**config.mk**
```make
export PLATFORM = sky130hd
export DESIGN_NAME = camera_dvp_pixel_assembler_top
export DESIGN_NICKNAME = d
export VERILOG_FILES = /design/src/dvp_pa_pkg.sv /design/src/camera_dvp_pixel_assembler_top.sv
export SDC_FILE = /design/constraint.sdc
export NUM_CORES = 1
export LEC_CHECK = 0
export BUFFER_PORTS_ARGS = -buffer_cell sky130_fd_sc_hd__buf_2
export CAP_MARGIN = 20
export CORE_ASPECT_RATIO = 0.7
export CORE_MARGIN = 1
export CORE_UTILIZATION = 53
export DETAILED_ROUTE_END_ITERATION = 7
export PLACE_DENSITY = 0.85
export SLEW_MARGIN = 20
export SYNTH_ARGS = -nofsm -noshare
export SYNTH_HDL_FRONTEND = slang
export SYNTH_SLANG_ARGS = --single-unit
```
**constraint.sdc**
```tcl
create_clock -name aclk -period 3.1 [get_ports aclk]
set_input_delay 0.31 -clock aclk [delete_from_list [all_inputs] [get_ports aclk]]
set_output_delay 0.31 -clock aclk [all_outputs]
set_load 0.05 [all_outputs]
```
**src/dvp_pa_pkg.sv**
```systemverilog
package dvp_pa_pkg;

    localparam int DEF_MAX_WIDTH  = 640;
    localparam int DEF_MAX_HEIGHT = 480;

    localparam int WORD_W  = 32;
    localparam int COL_W   = 10;
    localparam int ROW_W   = 9;
    localparam int IDX_W   = 19;
    localparam int PIX_W   = 16;
    localparam int BYTE_W  = 8;

    localparam int CFG_IDX_W  = 2;
    localparam int CFG_DATA_W = 32;

    typedef logic [CFG_IDX_W-1:0] cfg_idx_t;

    localparam cfg_idx_t CFG_FRAME_WIDTH  = 2'd0;
    localparam cfg_idx_t CFG_FRAME_HEIGHT = 2'd1;
    localparam cfg_idx_t CFG_HREF_MASK    = 2'd2;

    localparam logic [COL_W-1:0]  RST_FRAME_WIDTH  = 10'd320;
    localparam logic [ROW_W-1:0]  RST_FRAME_HEIGHT = 9'd240;

endpackage

```
**src/camera_dvp_pixel_assembler_top.sv**
```systemverilog
// Camera DVP pixel assembler.
// Input channel (s_valid/s_ready, s_sample_word): one sampled port word per
// camera pixel clock edge. The line-valid bit is any bit of the word under
// href_mask; while it is high a data byte is gathered from port bits 18-19
// and 22-27, and byte pairs form 16-bit pixels, first byte low.
// Result channel (m_valid/m_ready): exactly one result per input transfer,
// carrying a buffer write strobe with buffer, word index and pixel, plus a
// frame-done flag naming the ping-pong buffer just completed.
// Configuration channel (cfg_valid/cfg_ready, cfg_index, cfg_data): writes
// frame_width, frame_height and href_mask; always ready, write only while idle.
// Registered output: the result of a transfer shows on the m_ ports in the
// next cycle. Throughput is one sample per cycle, set by the single output
// register; s_ready stays high while the output register is empty or being
// taken in the same cycle.
// When the receiver stalls, the result holds and s_ready drops until it is
// taken. Reset clears all counters, selects buffer 0, drops any pending half
// pixel and loads width 320, height 240 and an all-zero href_mask.
module camera_dvp_pixel_assembler_top #(
    parameter int MAX_WIDTH  = dvp_pa_pkg::DEF_MAX_WIDTH,
    parameter int MAX_HEIGHT = dvp_pa_pkg::DEF_MAX_HEIGHT
) (
    input  logic                              aclk,
    input  logic                              aresetn,
    input  logic                              s_valid,
    output logic                              s_ready,
    input  logic [dvp_pa_pkg::WORD_W-1:0]     s_sample_word,
    output logic                              m_valid,
    input  logic                              m_ready,
    output logic                              m_write_enable,
    output logic                              m_write_buffer,
    output logic [dvp_pa_pkg::IDX_W-1:0]      m_write_index,
    output logic [dvp_pa_pkg::PIX_W-1:0]      m_pixel_value,
    output logic                              m_frame_done,
    output logic                              m_done_buffer,
    input  logic                              cfg_valid,
    output logic                              cfg_ready,
    input  logic [dvp_pa_pkg::CFG_IDX_W-1:0]  cfg_index,
    input  logic [dvp_pa_pkg::CFG_DATA_W-1:0] cfg_data
);
    import dvp_pa_pkg::*;

    localparam int W_CLIP = (MAX_WIDTH > 1023) ? 1023 : MAX_WIDTH;
    localparam int H_CLIP = (MAX_HEIGHT > 511) ? 511 : MAX_HEIGHT;
    localparam logic [COL_W-1:0] W_LIMIT = COL_W'(W_CLIP);
    localparam logic [ROW_W-1:0] H_LIMIT = ROW_W'(H_CLIP);

    logic [COL_W-1:0]  frame_width_reg;
    logic [ROW_W-1:0]  frame_height_reg;
    logic [WORD_W-1:0] href_mask_reg;

    logic [BYTE_W-1:0] pending_byte_reg, pending_byte_next;
    logic              pending_valid_reg, pending_valid_next;
    logic [COL_W-1:0]  column_count_reg, column_count_next;
    logic [ROW_W-1:0]  row_count_reg, row_count_next;
    logic [IDX_W-1:0]  row_base_reg, row_base_next;
    logic [IDX_W-1:0]  write_offset_reg, write_offset_next;
    logic              active_buffer_reg, active_buffer_next;

    logic              m_valid_reg;
    logic              we_reg, we_next;
    logic              wb_reg, wb_next;
    logic [IDX_W-1:0]  wi_reg, wi_next;
    logic [PIX_W-1:0]  pv_reg, pv_next;
    logic              fd_reg, fd_next;
    logic              db_reg, db_next;

    logic [COL_W-1:0]  width_eff;
    logic [ROW_W-1:0]  height_eff;
    logic              line_valid;
    logic [BYTE_W-1:0] data_byte;
    logic [COL_W-1:0]  col_inc;
    logic [ROW_W-1:0]  row_inc;
    logic [IDX_W-1:0]  base_inc;
    logic              s_xfer;

    assign s_ready   = !m_valid_reg || m_ready;
    assign s_xfer    = s_valid && s_ready;
    assign cfg_ready = 1'b1;

    assign width_eff  = (frame_width_reg == '0) ? COL_W'(1) :
                        (frame_width_reg > W_LIMIT) ? W_LIMIT : frame_width_reg;
    assign height_eff = (frame_height_reg == '0) ? ROW_W'(1) :
                        (frame_height_reg > H_LIMIT) ? H_LIMIT : frame_height_reg;

    assign line_valid = |(s_sample_word & href_mask_reg);
    assign data_byte  = {s_sample_word[27:22], s_sample_word[19:18]};
    assign col_inc    = column_count_reg + COL_W'(1);
    assign row_inc    = row_count_reg + ROW_W'(1);
    assign base_inc   = row_base_reg + IDX_W'(width_eff);

    always_comb begin
        pending_byte_next  = pending_byte_reg;
        pending_valid_next = pending_valid_reg;
        column_count_next  = column_count_reg;
        row_count_next     = row_count_reg;
        row_base_next      = row_base_reg;
        write_offset_next  = write_offset_reg;
        active_buffer_next = active_buffer_reg;
        we_next = 1'b0;
        wb_next = 1'b0;
        wi_next = '0;
        pv_next = '0;
        fd_next = 1'b0;
        db_next = 1'b0;

        if (line_valid) begin
            if (pending_valid_reg) begin
                we_next            = 1'b1;
                wb_next            = active_buffer_reg;
                wi_next            = write_offset_reg;
                pv_next            = {data_byte, pending_byte_reg};
                write_offset_next  = write_offset_reg + IDX_W'(1);
                column_count_next  = col_inc;
                pending_valid_next = 1'b0;
                pending_byte_next  = '0;
                if (col_inc == width_eff) begin
                    row_count_next    = row_inc;
                    column_count_next = '0;
                    row_base_next     = base_inc;
                end
            end else begin
                pending_byte_next  = data_byte;
                pending_valid_next = 1'b1;
            end
        end else if (column_count_reg != '0) begin
            // line ended early: move to the next row, drop the half pixel
            row_count_next     = row_inc;
            column_count_next  = '0;
            row_base_next      = base_inc;
            write_offset_next  = base_inc;
            pending_valid_next = 1'b0;
            pending_byte_next  = '0;
        end

        if (row_count_next == height_eff) begin
            row_count_next     = '0;
            fd_next            = 1'b1;
            db_next            = active_buffer_reg;
            active_buffer_next = !active_buffer_reg;
            row_base_next      = '0;
            write_offset_next  = '0;
        end
    end

    always_ff @(posedge aclk) begin
        if (!aresetn) begin
            frame_width_reg  <= RST_FRAME_WIDTH;
            frame_height_reg <= RST_FRAME_HEIGHT;
            href_mask_reg    <= '0;
        end else if (cfg_valid && cfg_ready) begin
            case (cfg_index)
                CFG_FRAME_WIDTH:  frame_width_reg  <= cfg_data[COL_W-1:0];
                CFG_FRAME_HEIGHT: frame_height_reg <= cfg_data[ROW_W-1:0];
                CFG_HREF_MASK:    href_mask_reg    <= cfg_data[WORD_W-1:0];
                default: ;
            endcase
        end
    end

    always_ff @(posedge aclk) begin
        if (!aresetn) begin
            pending_byte_reg  <= '0;
            pending_valid_reg <= 1'b0;
            column_count_reg  <= '0;
            row_count_reg     <= '0;
            row_base_reg      <= '0;
            write_offset_reg  <= '0;
            active_buffer_reg <= 1'b0;
        end else if (s_xfer) begin
            pending_byte_reg  <= pending_byte_next;
            pending_valid_reg <= pending_valid_next;
            column_count_reg  <= column_count_next;
            row_count_reg     <= row_count_next;
            row_base_reg      <= row_base_next;
            write_offset_reg  <= write_offset_next;
            active_buffer_reg <= active_buffer_next;
        end
    end

    always_ff @(posedge aclk) begin
        if (!aresetn) begin
            m_valid_reg <= 1'b0;
        end else if (s_xfer) begin
            m_valid_reg <= 1'b1;
        end else if (m_ready) begin
            m_valid_reg <= 1'b0;
        end
    end

    always_ff @(posedge aclk) begin
        if (s_xfer) begin
            we_reg <= we_next;
            wb_reg <= wb_next;
            wi_reg <= wi_next;
            pv_reg <= pv_next;
            fd_reg <= fd_next;
            db_reg <= db_next;
        end
    end

    assign m_valid        = m_valid_reg;
    assign m_write_enable = we_reg;
    assign m_write_buffer = wb_reg;
    assign m_write_index  = wi_reg;
    assign m_pixel_value  = pv_reg;
    assign m_frame_done   = fd_reg;
    assign m_done_buffer  = db_reg;

endmodule

```
==> results.txt <==
Worst Setup Start Kind: register
vias in the first global route: 7234
initial core utilization: 54.3%
Root Driver: clkbuf_16
Yosys warnings: 0
gpl congestion: 0.930
Fillers: 1049
DR WL/cell: 19.1 um
Post-Route Setup TNS: -5200 ps
clk sink count: 158
DRT Pass-1 Iters: 8
cell area power density: 479 nW/um2
DRT Wirelength: 26200 um
placed insts: 1313
Reg2Reg Setup Slack: -200 ps
Hold EP: href_mask_reg[17]$_SDFFE_PN0P_
Yosys cell types: 88
critical path capture point type: register
Critical Path Fanout Max: 5
Clock Skews: 16.9 ps
R2R Path Start: frame_height_reg[5]$_SDFFE_PN1P_
Final ANT Viol Nets: 0
DR DRC count: 12
#FFs+latches synth: 158
first-pass GRT wire length: 37100 um
min-delay src: cfg_data[17]
final setup margin: -203 ps
final cell count without fillers: 1368
Synth top area share: 28.2%
Hold Crit Depth: 3
final worst-path cycle share: 107%
final number of setup-violating endpoints: 47
Iteration-0 DRC Markers: 1152
hold_ws: 111 ps
Largest register FFs: 32
CTS H-tree depth: 4
failing checks: design-rule violations, negative setup slack
status: finished with violations
most common cell in the netlist: nand2_1
layout cells sized above 1: 31.3%
Core Footprint: 15500 um2
final instance area: 11000 um2
data arrival time at the worst-slack endpoint: 3640 ps
grt ovf: 0
I/O pin count: 113
Required @ worst endpoint: 3430 ps
RSZ-0062 raised after global routing: yes
Post-synth EDFFs: 39
Register-to-Register Path Depth: 13
Static Leakage: 4.28 nW
routed via count: 8542
total CTS buffers: 17
asr flop ratio synth: 0%
headroom to the max-slew limit: 30.8%
Slew Limit Fails: 0
Post-synth top cells: nand2_1, dfxtp_1, a21oi_1, nor2_1, and2_1
chip width: 153 um
clock buffer depth: 2
maximum vdd drop: 0.398 mV
worst-margin pin slew: 1030 ps
PortBufs: 111
Antenna Cells: 0
clk_lat worst skew: 440 ps
Synth area leader: dfxtp_1
f_max: 303 MHz
FF-to-FF End: write_offset_reg[6]$_SDFFE_PN0P_
syn_area_per_cell: 8.67 um2
Max-Cap Viols: 0
CTS tree: done
site row count: 38
Final Hold Fails: 0
largest net degree at the start of global routing: 56
hold crit path type: in2reg
main area contributors after synthesis: dfxtp_1, edfxtp_1, nand2_1
DIE HEIGHT: 108 um
Clock Pin Slew Worst Setup and Hold Paths: 70 ps
Area Growth Syn to Fin: 30.6%
Crit Path Class: reg2reg
Post-Synthesis Cells: 973
dominant synthesized flop cell: dfxtp_1
Mapped Nets: 1059
Post-DP Area: 9750 um2
Tmin final: 3300 ps
die area: 16400 um2
Layout Nets: 1241
initial antenna violation count: 1
Total GRT Usage: 28.7%
via/cell ratio: 6.24
dpl hpwl: 16500 um
register area share after synthesis: 42.1%
Cell Area, Synth: 8440 um2
==> power breakdown <==
group	switching, mW	internal (mW)
sequential	0.0880	2.21
combinational	0.629	0.324
clock	0.913	1.12
total	1.63	3.65
==> cell usage in the layout (no fill, tap or decap), types with 13 or more instances in the layout <==
master	count
and2_1	41
inv_1	20
xor2_1	13
dfxtp_1	110
nor2_1	70
buf_4	96
clkbuf_16	20
a21oi_1	76
nand3_1	25
o21ai_0	25
nand2_1	141
buf_2	111
nor3_1	13
xnor2_1	36
mux2i_1	13
edfxtp_1	39
==> layout make-up <==
cell class                 instances  area [um2]  share of cell area (%)
multi-input combinational        728        4990                    45.3
timing repair buffer             226        1550                    14.1
sequential                       158        3570                    32.4
clock inverter                    14         139                    1.26
tap                              200         250                    2.27
clock buffer                      18         429                    3.90
inverter                          24        92.6                   0.840
==> kinds of logic (layout without fill, tap and decap cells) <==
kind of cell    Yosys count  after routing  share of synthesized area [%]
simple gates            395            395                           23.7
compound gates          242            244                           19.5
flops                   158            158                           42.1
buf+inv                  89            282                           4.45
xor+xnor                 57             57                           6.01
mux                      16             16                           1.93
fa+ha+maj                15             15                           2.31
other cells               1              1                         0.0444
==> how the worst max path moves through the flow <==
stage | from | to | slack [ps] | cells after the start
finish | frame_height_reg[5]$_SDFFE_PN1P_ | write_offset_reg[6]$_SDFFE_PN0P_ | -200 | 13
global route | frame_height_reg[5]$_SDFFE_PN1P_ | write_offset_reg[6]$_SDFFE_PN0P_ | -300 | 13
CTS | frame_width_reg[1]$_SDFFE_PN0P_ | write_offset_reg[14]$_SDFFE_PN0P_ | -40 | 17
detailed placement | frame_width_reg[6]$_SDFFE_PN1P_ | row_base_reg[12]$_SDFFE_PN0P_ | -130 | 16
global placement | column_count_reg[1]$_SDFFE_PN0P_ | write_offset_reg[16]$_SDFFE_PN0P_ | -20 | 11
floorplan | frame_width_reg[6]$_SDFFE_PN1P_ | write_offset_reg[14]$_SDFFE_PN0P_ | 6 | 17
==> worst max-delay path, stage by stage, from the launching register on <==
cell	delay (ps)
dfxtp_1	380
nor4_1	350
a32oi_1	200
xnor2_1	170
or4_1	630
nor2_1	150
o21ai_0	120
o311ai_2	120
buf_4	190
o221ai_4	130
buf_6	170
buf_6	110
o211a_4	250
a32o_1	220
==> metal layers <==
metal  wire length [um]  up-vias  global-route usage (%)
li1                   -     3885                       -
met1              10900     3987                    41.4
met2              11800      577                    43.1
met3               2860       91                    6.40
met4                640        2                    7.79
met5                 13        -                       0
==> per-stage QoR <==
step / util [%] / setup WS, ps / power, mW
CTS: 67.2 / -42.1 / 5.17
finish: 70.9 / -203 / 5.28
global placement: 62.7 / -21.9 / 3.15
global route: 70.9 / -299 / 5.43
floorplan: - / 5.95 / 2.87
detailed placement: 62.7 / -126 / 3.17
==> timing repair <==
item,CTS,global route
cloned,0,7
gates resized for setup,25,88
pin swaps,19,32
endpoints found under the setup margin,39,53
hold buffers,0,0
buffers inserted,3,13
No activity file was read; power rests on OpenSTA's default activity.
